==> config.mk <==
export PLATFORM = sky130hd
export DESIGN_NAME = nutrient_dosing_controller_flat
export DESIGN_NICKNAME = d
export VERILOG_FILES = /design/src/ndc_pkg.sv /design/src/ndc_in_if.sv /design/src/ndc_out_if.sv /design/src/nutrient_dosing_controller.sv /design/src/flat_wrapper.sv
export SDC_FILE = /design/constraint.sdc
export NUM_CORES = 1
export LEC_CHECK = 0
export BUFFER_PORTS_ARGS = -buffer_cell sky130_fd_sc_hd__buf_2
export CORE_MARGIN = 2
export CORE_UTILIZATION = 40
export DETAILED_ROUTE_END_ITERATION = 12
export GPL_ROUTABILITY_DRIVEN = 0
export REMOVE_ABC_BUFFERS = 1
export SYNTH_ARGS = -nofsm -noshare
export SYNTH_HDL_FRONTEND = slang
export SYNTH_SLANG_ARGS = --single-unit
==> constraint.sdc <==
create_clock -name i_clk -period 5.8 [get_ports i_clk]
set_clock_uncertainty 0.05 [all_clocks]
set_input_delay 0.87 -clock i_clk [delete_from_list [all_inputs] [get_ports i_clk]]
set_output_delay 0.87 -clock i_clk [all_outputs]
set_load 0.02 [all_outputs]
==> src/ndc_pkg.sv <==
// Package for the nutrient dosing controller.
// Holds widths, register indexes, reset values and the dosing phase codes.
// Depends on nothing.
package ndc_pkg;

    localparam int WINDOW_LEN = 20;

    localparam int DATA_W  = 16;
    localparam int TIME_W  = 32;
    localparam int SLOT_W  = (WINDOW_LEN > 1) ? $clog2(WINDOW_LEN) : 1;
    localparam int HELD_W  = $clog2(WINDOW_LEN + 1);
    localparam int SUM_W   = DATA_W + HELD_W;
    localparam int REM_W   = HELD_W + 1;
    localparam int STEP_W  = $clog2(SUM_W + 1);

    localparam int CFG_IDX_W  = 2;
    localparam int CFG_DATA_W = 16;

    localparam logic [CFG_IDX_W-1:0] CFG_THRESHOLD = 2'd0;
    localparam logic [CFG_IDX_W-1:0] CFG_DISPENSE  = 2'd1;
    localparam logic [CFG_IDX_W-1:0] CFG_MIX       = 2'd2;

    localparam logic [DATA_W-1:0] THRESHOLD_RESET = 16'd3840;
    localparam logic [DATA_W-1:0] DISPENSE_RESET  = 16'd2000;
    localparam logic [DATA_W-1:0] MIX_RESET       = 16'd10000;

    typedef enum logic [1:0] {
        PH_IDLE     = 2'd0,
        PH_DISPENSE = 2'd1,
        PH_MIX      = 2'd2
    } t_phase;

endpackage

==> src/ndc_in_if.sv <==
// Input channel of the nutrient dosing controller: one sample and its timestamp.
// Depends on ndc_pkg.
interface ndc_in_if;
    import ndc_pkg::*;

    logic              valid;
    logic              ready;
    logic [DATA_W-1:0] sample;
    logic [TIME_W-1:0] now_ms;

    modport source (output valid, output sample, output now_ms, input ready);
    modport sink (input valid, input sample, input now_ms, output ready);
endinterface

==> src/ndc_out_if.sv <==
// Result channel of the nutrient dosing controller: mean level, pump and phase.
// Depends on ndc_pkg.
interface ndc_out_if;
    import ndc_pkg::*;

    logic              valid;
    logic              ready;
    logic [DATA_W-1:0] mean_level;
    logic              pump_on;
    logic [1:0]        phase;

    modport source (output valid, output mean_level, output pump_on, output phase,
                    input ready);
    modport sink (input valid, input mean_level, input pump_on, input phase,
                  output ready);
endinterface

==> src/nutrient_dosing_controller.sv <==
// Nutrient dosing controller: moving average of conductivity and a timed dosing sequencer.
// Depends on ndc_pkg, ndc_in_if and ndc_out_if.
// Each accepted item is written into a ring of WINDOW_LEN samples and the running sum is
// updated; the mean is then found by a restoring divider that produces one quotient bit a
// cycle. The block takes no new item until the result of the last one is registered in the
// output register. The result waits in that register, so a stalled consumer holds the block
// only when that register is still full at the end of the next item.
module nutrient_dosing_controller (
    input  logic                           i_clk,
    input  logic                           i_rst_n,
    ndc_in_if.sink                         i_in,
    ndc_out_if.source                      o_out,
    input  logic                           i_cfg_we,
    input  logic [ndc_pkg::CFG_IDX_W-1:0]  i_cfg_idx,
    input  logic [ndc_pkg::CFG_DATA_W-1:0] i_cfg_data
);
    import ndc_pkg::*;

    typedef enum logic [2:0] {
        S_IDLE,
        S_SUB,
        S_ADD,
        S_DIV,
        S_FINISH
    } t_state;

    t_state            r_state;
    logic [DATA_W-1:0] r_mem [WINDOW_LEN];

    logic [DATA_W-1:0] r_threshold;
    logic [DATA_W-1:0] r_disp_time;
    logic [DATA_W-1:0] r_mix_time;

    logic [SLOT_W-1:0] r_slot;
    logic              r_full;
    logic              r_was_full;
    logic [HELD_W-1:0] r_held;
    logic [SUM_W-1:0]  r_sum;
    logic [DATA_W-1:0] r_sample;
    logic [DATA_W-1:0] r_old;
    logic [TIME_W-1:0] r_now;
    logic [SUM_W-1:0]  r_dq;
    logic [REM_W-1:0]  r_rem;
    logic [STEP_W-1:0] r_step;
    t_phase            r_phase;
    logic [TIME_W-1:0] r_phase_start;

    logic              r_out_valid;
    logic [DATA_W-1:0] r_mean;
    logic              r_pump;
    t_phase            r_phase_out;

    logic              n_last_slot;
    logic [REM_W-1:0]  n_trial;
    logic              n_qbit;
    logic [TIME_W-1:0] n_elapsed;
    logic [DATA_W-1:0] n_mean;
    t_phase            n_phase;
    logic              n_restart;
    logic              n_out_free;

    assign i_in.ready       = (r_state == S_IDLE);
    assign o_out.valid      = r_out_valid;
    assign o_out.mean_level = r_mean;
    assign o_out.pump_on    = r_pump;
    assign o_out.phase      = r_phase_out;

    assign n_last_slot = (r_slot == SLOT_W'(WINDOW_LEN - 1));
    assign n_trial     = {r_rem[HELD_W-1:0], r_dq[SUM_W-1]};
    assign n_qbit      = (n_trial >= {1'b0, r_held});
    assign n_elapsed   = r_now - r_phase_start;
    assign n_mean      = r_dq[DATA_W-1:0];
    assign n_out_free  = !r_out_valid || o_out.ready;

    always_comb begin
        n_phase   = r_phase;
        n_restart = 1'b0;
        case (r_phase)
            PH_DISPENSE: begin
                if (n_elapsed >= {{(TIME_W-DATA_W){1'b0}}, r_disp_time}) begin
                    n_phase   = PH_MIX;
                    n_restart = 1'b1;
                end
            end
            PH_MIX: begin
                if (n_elapsed >= {{(TIME_W-DATA_W){1'b0}}, r_mix_time}) begin
                    n_phase   = PH_IDLE;
                    n_restart = 1'b1;
                end
            end
            default: begin
                n_phase = PH_IDLE;
                if ((n_mean != '0) && (n_mean < r_threshold)) begin
                    n_phase   = PH_DISPENSE;
                    n_restart = 1'b1;
                end
            end
        endcase
    end

    always_ff @(posedge i_clk) begin
        if (i_in.valid && i_in.ready) begin
            r_old         <= r_mem[r_slot];
            r_mem[r_slot] <= i_in.sample;
        end
    end

    always_ff @(posedge i_clk) begin
        if (!i_rst_n) begin
            r_state       <= S_IDLE;
            r_threshold   <= THRESHOLD_RESET;
            r_disp_time   <= DISPENSE_RESET;
            r_mix_time    <= MIX_RESET;
            r_slot        <= '0;
            r_full        <= 1'b0;
            r_sum         <= '0;
            r_phase       <= PH_IDLE;
            r_phase_start <= '0;
            r_out_valid   <= 1'b0;
        end else begin
            if (i_cfg_we) begin
                unique case (i_cfg_idx)
                    CFG_THRESHOLD: r_threshold <= i_cfg_data;
                    CFG_DISPENSE:  r_disp_time <= i_cfg_data;
                    CFG_MIX:       r_mix_time  <= i_cfg_data;
                    default: ;
                endcase
            end

            if (r_out_valid && o_out.ready) begin
                r_out_valid <= 1'b0;
            end

            unique case (r_state)
                S_IDLE: begin
                    if (i_in.valid) begin
                        r_sample   <= i_in.sample;
                        r_now      <= i_in.now_ms;
                        r_was_full <= r_full;
                        if (n_last_slot) begin
                            r_slot <= '0;
                            r_full <= 1'b1;
                            r_held <= HELD_W'(WINDOW_LEN);
                        end else begin
                            r_slot <= r_slot + 1'b1;
                            r_held <= r_full ? HELD_W'(WINDOW_LEN)
                                             : HELD_W'(r_slot) + 1'b1;
                        end
                        r_state <= S_SUB;
                    end
                end
                S_SUB: begin
                    if (r_was_full) begin
                        r_sum <= r_sum - {{(SUM_W-DATA_W){1'b0}}, r_old};
                    end
                    r_state <= S_ADD;
                end
                S_ADD: begin
                    r_sum   <= r_sum + {{(SUM_W-DATA_W){1'b0}}, r_sample};
                    r_dq    <= r_sum + {{(SUM_W-DATA_W){1'b0}}, r_sample};
                    r_rem   <= '0;
                    r_step  <= '0;
                    r_state <= S_DIV;
                end
                S_DIV: begin
                    r_rem  <= n_qbit ? (n_trial - {1'b0, r_held}) : n_trial;
                    r_dq   <= {r_dq[SUM_W-2:0], n_qbit};
                    r_step <= r_step + 1'b1;
                    if (r_step == STEP_W'(SUM_W - 1)) begin
                        r_state <= S_FINISH;
                    end
                end
                S_FINISH: begin
                    if (n_out_free) begin
                        r_phase     <= n_phase;
                        if (n_restart) begin
                            r_phase_start <= r_now;
                        end
                        r_out_valid <= 1'b1;
                        r_mean      <= n_mean;
                        r_pump      <= (n_phase == PH_DISPENSE);
                        r_phase_out <= n_phase;
                        r_state     <= S_IDLE;
                    end
                end
                default: r_state <= S_IDLE;
            endcase
        end
    end

endmodule

==> src/flat_wrapper.sv <==
// flat-port wrapper written by rule: the top's interface ports become plain ports
module nutrient_dosing_controller_flat import ndc_pkg::*;
  (i_clk, i_rst_n, i_cfg_we, i_cfg_idx, i_cfg_data, i_in_valid, i_in_sample, i_in_now_ms, i_in_ready, o_out_valid, o_out_mean_level, o_out_pump_on, o_out_phase, o_out_ready);
  ndc_in_if i_in_i ();
  ndc_out_if o_out_i ();
  input  logic i_clk;
  input  logic i_rst_n;
  input  logic i_cfg_we;
  input  logic [ndc_pkg::CFG_IDX_W-1:0] i_cfg_idx;
  input  logic [ndc_pkg::CFG_DATA_W-1:0] i_cfg_data;
  input wire logic [$bits(i_in_i.valid)-1:0] i_in_valid;
  input wire logic [$bits(i_in_i.sample)-1:0] i_in_sample;
  input wire logic [$bits(i_in_i.now_ms)-1:0] i_in_now_ms;
  output wire logic [$bits(i_in_i.ready)-1:0] i_in_ready;
  output wire logic [$bits(o_out_i.valid)-1:0] o_out_valid;
  output wire logic [$bits(o_out_i.mean_level)-1:0] o_out_mean_level;
  output wire logic [$bits(o_out_i.pump_on)-1:0] o_out_pump_on;
  output wire logic [$bits(o_out_i.phase)-1:0] o_out_phase;
  input wire logic [$bits(o_out_i.ready)-1:0] o_out_ready;
  assign i_in_i.valid = i_in_valid;
  assign i_in_i.sample = i_in_sample;
  assign i_in_i.now_ms = i_in_now_ms;
  assign i_in_ready = i_in_i.ready;
  assign o_out_valid = o_out_i.valid;
  assign o_out_mean_level = o_out_i.mean_level;
  assign o_out_pump_on = o_out_i.pump_on;
  assign o_out_phase = o_out_i.phase;
  assign o_out_i.ready = o_out_ready;
  nutrient_dosing_controller u_core (.i_clk(i_clk), .i_rst_n(i_rst_n), .i_in(i_in_i), .o_out(o_out_i), .i_cfg_we(i_cfg_we), .i_cfg_idx(i_cfg_idx), .i_cfg_data(i_cfg_data));
endmodule
==> results of run 1 <==
cell families (layout without fill, tap and decap cells):
family,after synthesis,count (layout),share of synthesized area (%)
buffers and inverters,212,351,3.324
flip-flops,553,553,60.01
AO/OA/AOI/OAI,341,341,9.001
AND/OR/NAND/NOR,583,583,10.21
XOR/XNOR,60,60,2.038
adder cells (fa/ha/maj),127,127,6.279
multiplexers,134,134,9.141
metrics by stage:
step	utilization [%]	instance area [um2]	TNS (ns)
3_3_place_gp	42.35	27150	0
6_report	45.37	29090	0
5_1_grt	45.37	29090	0
2_1_floorplan	-	25440	-6.966
3_5_place_dp	42.35	27150	0
4_1_cts	45.37	29090	0
critical path, cell delays in order, from the launching register on:
cell	delay, ns
sky130_fd_sc_hd__dfxtp_1	0.37
sky130_fd_sc_hd__inv_1	0.07
sky130_fd_sc_hd__ha_1	0.28
sky130_fd_sc_hd__nor2b_1	0.22
sky130_fd_sc_hd__o2111ai_1	0.14
sky130_fd_sc_hd__a311oi_1	0.57
sky130_fd_sc_hd__nand2b_1	0.24
sky130_fd_sc_hd__xor2_1	0.20
sky130_fd_sc_hd__ha_1	0.28
sky130_fd_sc_hd__a21o_1	0.19
sky130_fd_sc_hd__a21o_1	0.18
sky130_fd_sc_hd__a21oi_1	0.17
sky130_fd_sc_hd__or4b_2	0.61
sky130_fd_sc_hd__a31oi_1	0.23
sky130_fd_sc_hd__o21ai_0	0.15
sky130_fd_sc_hd__nor2_1	0.12
sky130_fd_sc_hd__nand4_1	0.16
sky130_fd_sc_hd__a22oi_4	0.26
sky130_fd_sc_hd__buf_12	0.25
sky130_fd_sc_hd__mux2i_1	0.24
how the worst max path moves through the flow:
stage                     slack (ns)                    start  cells after the start                        to
after floorplan                -0.44         u_core.r_slot[0]                      3        u_core.r_mem[3][0]
after global placement          0.97          u_core.r_now[0]                     20   u_core.r_phase_start[0]
after detailed placement        0.82          u_core.r_now[0]                     20  u_core.r_phase_start[17]
after CTS                       0.78          u_core.r_now[0]                     20   u_core.r_phase_start[1]
after global routing            0.43  u_core.r_phase_start[1]                     19   u_core.r_phase_start[4]
final                           0.72  u_core.r_phase_start[1]                     19  u_core.r_phase_start[17]
registers in the layout (all words and copies together) (netlist names), 16 cells and up:
register and count:
u_core.r_phase_start 32, u_core.r_mem 320, u_core.r_threshold 16, u_core.r_mix_time 16, u_core.r_now 32, u_core.r_old 16, u_core.r_sum 21, u_core.r_disp_time 16
u_core.o_out.mean_level 16, u_core.r_sample 16, u_core.r_dq 21
where the power goes:
group / switching (uW) / internal [uW]
Sequential: 81.9 / 4400
Combinational: 566 / 412
Clock: 1590 / 2100
Total: 2230 / 6910
layout by cell type, fill, tap and decap left out, types with 17 or more instances in the layout:
| cell type | count |
|---|---|
| sky130_fd_sc_hd__a21boi_0 | 39 |
| sky130_fd_sc_hd__a21o_1 | 28 |
| sky130_fd_sc_hd__a21oi_1 | 84 |
| sky130_fd_sc_hd__and2_1 | 20 |
| sky130_fd_sc_hd__buf_2 | 90 |
| sky130_fd_sc_hd__clkbuf_16 | 64 |
| sky130_fd_sc_hd__dfxtp_1 | 111 |
| sky130_fd_sc_hd__edfxtp_1 | 440 |
| sky130_fd_sc_hd__ha_1 | 123 |
| sky130_fd_sc_hd__inv_1 | 133 |
| sky130_fd_sc_hd__mux2i_1 | 51 |
| sky130_fd_sc_hd__mux4_2 | 81 |
| sky130_fd_sc_hd__nand2_1 | 329 |
| sky130_fd_sc_hd__nand2b_1 | 17 |
| sky130_fd_sc_hd__nand3_1 | 20 |
| sky130_fd_sc_hd__nor2_1 | 85 |
| sky130_fd_sc_hd__nor2b_1 | 17 |
| sky130_fd_sc_hd__nor3_1 | 17 |
| sky130_fd_sc_hd__o211ai_1 | 41 |
| sky130_fd_sc_hd__o21a_1 | 17 |
| sky130_fd_sc_hd__o21ai_0 | 53 |
| sky130_fd_sc_hd__xnor2_1 | 35 |
| sky130_fd_sc_hd__xor2_1 | 25 |
metal layers:
metal	wire length, um	vias to the layer above	track usage, %
met5	13	-	0
met4	1196	2	4.672
met3	2354	80	2.248
met2	26270	319	27.37
met1	25260	7832	22.45
li1	-	7585	-
area by class of cell:
| cell class | count | share of cell area [%] |
|---|---|---|
| multi-input combinational | 1245 | 32.68 |
| inverter | 135 | 1.742 |
| clock inverter | 29 | 0.8302 |
| sequential | 553 | 53.23 |
| tap | 855 | 3.678 |
| clock buffer | 82 | 5.824 |
| timing repair buffer | 105 | 2.022 |
==> metrics.txt, run 1 <==
# TYPE chip_impl_metric gauge
chip_impl_info{name="status",value="complete, no violations"} 1
chip_impl_info{name="yosys-top-cells-area",value="sky130_fd_sc_hd__edfxtp_1 51%, sky130_fd_sc_hd__dfxtp_1 8.8%, sky130_fd_sc_hd__mux4_2 7.1%"} 1
chip_impl_metric{name="syn-cell-area",unit="mm2"} 0.02579
chip_impl_metric{name="slew_at_the_pin_with_the_worst_max_slew_slack",unit="ns"} 1.138
chip_impl_metric{name="fp.dieH",unit="um"} 257.9
chip_impl_metric{name="max-vdd-ir-drop",unit="V"} 0.0002510
chip_impl_metric{name="drv.max_cap_violation_count",unit=""} 0
chip_impl_metric{name="design.final.nets",unit=""} 2297
chip_impl_info{name="cts_root_buf",value="sky130_fd_sc_hd__clkbuf_16"} 1
chip_impl_metric{name="synthesis.yosys.warnings",unit=""} 0
chip_impl_metric{name="clock_tree.htree_level_count",unit=""} 2
chip_impl_info{name="worstHoldEndpoint",value="u_core.r_now[20]"} 1
chip_impl_metric{name="wl_per_cell",unit="um"} 18.34
chip_impl_info{name="reg2reg_from",value="u_core.r_phase_start[1]"} 1
chip_impl_metric{name="postRouteAntennaNets",unit=""} 0
chip_impl_metric{name="drive_above_1_share",unit="%"} 14.29
chip_impl_metric{name="synth_seq_area_share",unit="%"} 60.01
chip_impl_metric{name="number_of_synthesized_flops_with_an_enable_pin",unit=""} 440
chip_impl_metric{name="post-route-period-util",unit="%"} 87.61
chip_impl_metric{name="cts_buffers",unit=""} 59
chip_impl_metric{name="count_of_hold_fix_buffers_inserted_at_cts",unit=""} 0
chip_impl_metric{name="fp.dieArea",unit="mm2"} 0.06652
chip_impl_info{name="rsz0062_at_grt",value="false"} 1
chip_impl_metric{name="syn2layout_area_growth",unit="%"} 12.79
chip_impl_metric{name="grt_first_pass_wirelength",unit="mm"} 87.15
chip_impl_metric{name="min_period",unit="ns"} 5.082
chip_impl_metric{name="synth-async-reset-ratio",unit="%"} 0
chip_impl_info{name="setup.worst_path.class",value="register to register"} 1
chip_impl_metric{name="floorplan.core_area",unit="mm2"} 0.06412
chip_impl_info{name="cts_tree",value="done"} 1
chip_impl_metric{name="worst_case_clock_buffer_depth",unit=""} 3
chip_impl_metric{name="cts_resized",unit=""} 0
chip_impl_metric{name="clock.fmax",unit="GHz"} 0.1968
chip_impl_metric{name="syn_inst",unit=""} 2010
chip_impl_metric{name="critPathRequiredTime",unit="ns"} 6.29
chip_impl_metric{name="number_of_ports_placed_on_the_die_boundary",unit=""} 92
chip_impl_metric{name="row_count",unit=""} 93
chip_impl_info{name="worstSetupStartpointType",value="register"} 1
chip_impl_metric{name="leakagePower",unit="uW"} 0.01065
chip_impl_metric{name="vias_in_the_first_global_route",unit=""} 15900
chip_impl_info{name="synth_common_cells",value="440 x sky130_fd_sc_hd__edfxtp_1, 329 x sky130_fd_sc_hd__nand2_1, 133 x sky130_fd_sc_hd__inv_1"} 1
chip_impl_metric{name="finalHoldWorstSlack",unit="ns"} 0.3747
chip_impl_metric{name="final_max_slew_viol_count",unit=""} 0
chip_impl_metric{name="synth.top_cell.area_share",unit="%"} 51.24
chip_impl_info{name="netlist.top_cell.by_area",value="sky130_fd_sc_hd__edfxtp_1"} 1
chip_impl_metric{name="multi_input_comb_area",unit="mm2"} 0.009504
chip_impl_metric{name="drtPass1Iterations",unit=""} 7
chip_impl_metric{name="remaining_drc_errors",unit=""} 0
chip_impl_metric{name="hpwlAfterDp",unit="mm"} 37.41
chip_impl_metric{name="reg2reg_setup_slack",unit="ns"} 0.72
chip_impl_metric{name="initial_core_util",unit="%"} 40.22
chip_impl_metric{name="grt_max_degree",unit=""} 78
chip_impl_info{name="timing.hold.worst.class",value="input pin to register"} 1
chip_impl_metric{name="dr_total_vias",unit=""} 15820
chip_impl_metric{name="insertedDiodeCount",unit=""} 0
chip_impl_metric{name="total_power",unit="uW"} 9149
chip_impl_metric{name="post_synth.cell_area_avg",unit="um2"} 12.83
chip_impl_info{name="worst_r2r_endpoint",value="u_core.r_phase_start[17]"} 1
chip_impl_metric{name="cts_num_sinks",unit=""} 553
chip_impl_metric{name="critPathArrivalTime",unit="ns"} 5.57
chip_impl_metric{name="layout.filler_cells",unit=""} 5694
chip_impl_metric{name="holdPathStages",unit=""} 1
chip_impl_metric{name="area.sequential",unit="mm2"} 0.01548
chip_impl_metric{name="wl",unit="mm"} 55.10
chip_impl_metric{name="clock_insertion_delay_worst_skew",unit="ns"} 0.64
chip_impl_metric{name="clk_pin_slew_worst_paths",unit="ns"} 0.06
chip_impl_metric{name="vias_per_cell",unit=""} 5.266
chip_impl_metric{name="setup_slack",unit="ns"} 0.7183
chip_impl_metric{name="timing.max_slew.rel_slack",unit="%"} 24.07
chip_impl_metric{name="pwr_density_cell",unit="mW/mm2"} 314.6
chip_impl_info{name="hp-start",value="i_in_now_ms[20]"} 1
chip_impl_metric{name="synth.lib_cells_used.distinct",unit=""} 80
chip_impl_info{name="most_frequent_cell_after_synthesis",value="sky130_fd_sc_hd__edfxtp_1"} 1
chip_impl_metric{name="finalNonFillerCells",unit=""} 3004
chip_impl_metric{name="total_routing_usage_gr",unit="%"} 16.40
chip_impl_info{name="critical_path.endpoint_type",value="register"} 1
chip_impl_metric{name="ff2ff_path_depth",unit=""} 19
chip_impl_metric{name="final-setup-viol-count",unit=""} 0
chip_impl_metric{name="synthesis_stage_register_bit_count",unit=""} 553
chip_impl_metric{name="crit_path_max_fanout",unit=""} 32
chip_impl_metric{name="finalHoldViolations",unit=""} 0
chip_impl_metric{name="place_inst",unit=""} 2893
chip_impl_metric{name="die_w",unit="um"} 257.9
chip_impl_metric{name="preCtsSetupSlack",unit="ns"} 0.8244
chip_impl_metric{name="post_cts_buffers",unit=""} 0
chip_impl_metric{name="grt-ovfl-total",unit=""} 0
chip_impl_metric{name="detailedRoute.firstIterationViolations",unit=""} 1086
chip_impl_metric{name="count_of_buffers_from_port_buffering",unit=""} 91
chip_impl_metric{name="grt_antenna_before_repair",unit=""} 1
chip_impl_info{name="synth_flop_cell",value="sky130_fd_sc_hd__edfxtp_1"} 1
Note: power is estimated with default switching activity, not from simulation.
==> run 2, diff against run 1 <==
HOLD_SLACK_MARGIN = 0.1   (was default)
clock period = 4.8 ns   (was 5.8 ns; I/O delays follow)
==> metrics.txt, run 2 (same netlist as run 1, synthesis figures left out) <==
# TYPE chip_impl_metric gauge
chip_impl_metric{name="timing.max_slew.rel_slack",unit="%"} 25.73
chip_impl_metric{name="p_seq_share",unit="%"} 49.1
chip_impl_metric{name="count_of_hold_fix_buffers_inserted_at_cts",unit=""} 0
chip_impl_metric{name="clk_pin_slew_worst_paths",unit="ns"} 0.06
chip_impl_info{name="register_with_the_highest_flop_count",value="u_core.r_mem"} 1
chip_impl_metric{name="syn2layout_area_growth",unit="%"} 13.45
chip_impl_info{name="status",value="complete, no violations"} 1
chip_impl_metric{name="worst_case_clock_buffer_depth",unit=""} 3
chip_impl_metric{name="clock_tree.htree_level_count",unit=""} 2
chip_impl_metric{name="finish.instance_area",unit="mm2"} 0.02926
chip_impl_metric{name="pwr_density_cell",unit="mW/mm2"} 377.3
chip_impl_metric{name="count_of_buffers_from_port_buffering",unit=""} 91
chip_impl_metric{name="number_of_ports_placed_on_the_die_boundary",unit=""} 92
chip_impl_metric{name="cts_num_sinks",unit=""} 553
chip_impl_info{name="layout.cells.most_common",value="sky130_fd_sc_hd__edfxtp_1"} 1
chip_impl_info{name="worstSetupStartpointType",value="register"} 1
chip_impl_metric{name="finalHoldViolations",unit=""} 0
chip_impl_metric{name="dr_total_vias",unit=""} 15840
chip_impl_metric{name="floorplan.core_area",unit="mm2"} 0.06412
chip_impl_metric{name="critPathArrivalTime",unit="ns"} 5.03
chip_impl_metric{name="critPathMaxStageDelay",unit="ns"} 0.49
chip_impl_metric{name="crit_buf_inv",unit=""} 3
chip_impl_info{name="critical-path-slowest-cell",value="sky130_fd_sc_hd__or4b_4"} 1
chip_impl_metric{name="max-vdd-ir-drop",unit="V"} 0.0003522
chip_impl_metric{name="fp.dieArea",unit="mm2"} 0.06652
chip_impl_metric{name="row_count",unit=""} 93
chip_impl_metric{name="crit_path_max_fanout",unit=""} 10
chip_impl_metric{name="die_w",unit="um"} 257.9
chip_impl_metric{name="hpwlAfterDp",unit="mm"} 37.41
chip_impl_metric{name="clock_insertion_delay_worst_skew",unit="ns"} 0.63
chip_impl_metric{name="drive_above_1_share",unit="%"} 15.25
chip_impl_metric{name="drv.max_cap_violation_count",unit=""} 0
chip_impl_metric{name="min_period",unit="ns"} 4.547
chip_impl_metric{name="clock.fmax",unit="GHz"} 0.2199
chip_impl_info{name="setup.worst_path.class",value="register to register"} 1
chip_impl_metric{name="grt_max_degree",unit=""} 87
chip_impl_metric{name="drtPass1Iterations",unit=""} 5
chip_impl_metric{name="detailedRoute.firstIterationViolations",unit=""} 833
chip_impl_metric{name="vias_per_cell",unit=""} 5.254
chip_impl_metric{name="p_clk_share",unit="%"} 40.1
chip_impl_metric{name="remaining_drc_errors",unit=""} 0
chip_impl_info{name="cts_tree",value="done"} 1
chip_impl_info{name="reg.largest.list",value="u_core.r_mem (320), u_core.r_now (32), u_core.r_phase_start (32)"} 1
chip_impl_metric{name="wl_per_cell",unit="um"} 18.15
chip_impl_metric{name="post-route-period-util",unit="%"} 94.72
chip_impl_metric{name="critPathRequiredTime",unit="ns"} 5.28
chip_impl_metric{name="fp.dieH",unit="um"} 257.9
chip_impl_metric{name="placedInstanceArea",unit="mm2"} 0.02720
chip_impl_metric{name="slew_at_the_pin_with_the_worst_max_slew_slack",unit="ns"} 1.113
chip_impl_metric{name="largest_register_ffs",unit=""} 320
chip_impl_metric{name="comb_power_share",unit="%"} 10.8
chip_impl_metric{name="design.final.nets",unit=""} 2308
chip_impl_info{name="cts_root_buf",value="sky130_fd_sc_hd__clkbuf_16"} 1
chip_impl_metric{name="cts_buffers",unit=""} 58
chip_impl_info{name="most-common-layout-cells",value="440 x sky130_fd_sc_hd__edfxtp_1, 329 x sky130_fd_sc_hd__nand2_1, 133 x sky130_fd_sc_hd__inv_1"} 1
chip_impl_info{name="critical_path.endpoint_type",value="register"} 1
chip_impl_metric{name="grt-ovfl-total",unit=""} 0
chip_impl_info{name="critical_path_cell_sequence",value="inv_1 > ha_1 > fa_1 > nand2b_1 > a21o_1 > and2_1 > a21oi_2 > a31oi_1 > xnor2_1 > ha_1 > a21o_1 > a21oi_2 > or4b_4 > a31oi_4 > o21ai_1 > nor2_1 > nand4_1 > a22oi_4 > buf_12 > buf_12 > mux2i_2"} 1
chip_impl_metric{name="finalHoldWorstSlack",unit="ns"} 0.2257
chip_impl_metric{name="grt_first_pass_wirelength",unit="mm"} 87.35
chip_impl_metric{name="netSwitchingFraction",unit="%"} 24.14
chip_impl_metric{name="final_max_slew_viol_count",unit=""} 0
chip_impl_metric{name="total_routing_usage_gr",unit="%"} 16.41
chip_impl_metric{name="vias_in_the_first_global_route",unit=""} 15860
chip_impl_metric{name="grt_antenna_before_repair",unit=""} 0
chip_impl_metric{name="initial_core_util",unit="%"} 40.22
chip_impl_metric{name="total_power",unit="uW"} 11040
chip_impl_info{name="crit_family",value="compound AO/OA/AOI/OAI gates"} 1
chip_impl_metric{name="leakagePower",unit="uW"} 0.01070
chip_impl_metric{name="final-setup-viol-count",unit=""} 0
chip_impl_info{name="timing.hold.worst.class",value="input pin to register"} 1
chip_impl_metric{name="postRouteAntennaNets",unit=""} 0
chip_impl_metric{name="internal_power",unit="uW"} 8372
chip_impl_metric{name="wl",unit="mm"} 54.71
chip_impl_metric{name="p_sw",unit="uW"} 2665
run 2: cell type report:
cell class                      instances  area (um2)
Antenna cell                            1       2.502
Clock buffer                           76        1623
Clock inverter                         32       287.8
Fill cell                            5713       34860
Inverter                              135       506.7
Multi-Input combinational cell       1245        9555
Sequential cell                       553       15480
Tap cell                              855        1070
Timing Repair Buffer                  117       726.9
run 2: worst paths after layout:
kind	from	to	slack (ns)	cells after the start
setup / recovery	u_core.r_now[0]	u_core.r_phase_start[1]	0.25	21
setup reg to reg	u_core.r_now[0]	u_core.r_phase_start[1]	0.25	21
hold reg to reg	u_core.r_phase_start[26]	u_core.r_phase_start[26]	0.41	2
hold / removal	i_in_now_ms[26]	u_core.r_now[26]	0.23	1
run 2: stage by stage:
| step | setup WS [ns] | instances | utilization, % | TNS (ns) |
|---|---|---|---|---|
| floorplan | -1.435 | 1933 | - | -89.40 |
| global placement | 0.1267 | 2900 | 42.43 | 0 |
| detailed placement | -0.03072 | 2900 | 42.43 | -0.05541 |
| CTS | 0.02793 | 3011 | 45.52 | 0 |
| global route | -0.01614 | 3013 | 45.63 | -0.08991 |
| finish | 0.2534 | 3014 | 45.63 | 0 |
run 2: power groups by stage:
| stage | clock network [uW] | logic, uW | registers [uW] |
|---|---|---|---|
| after floorplan | 0 | 828 | 5510 |
| after global placement | 0 | 1150 | 5520 |
| after detailed placement | 0 | 1180 | 5520 |
| after CTS | 4530 | 1190 | 5420 |
| after global routing | 4730 | 1340 | 5430 |
| final | 4430 | 1190 | 5420 |
run 2: timing repair:
| action | in CTS | in global routing |
|---|---|---|
| setup endpoints to repair | 20 | 34 |
| resized for setup | 3 | 14 |
| pin swaps | 3 | 3 |
| cloned | 1 | 0 |
| setup buffers | 2 | 2 |
run 2: layer usage:
layer / wire length, um / vias up / part of all wire, % / track usage, %
li1: - / 7618 / - / -
met1: 25080 / 7842 / 46 / 22.40
met2: 25880 / 292 / 47 / 27.12
met3: 2366 / 84 / 4.3 / 2.621
met4: 1380 / 0 / 2.5 / 4.753
met5: 0 / - / 0 / 0
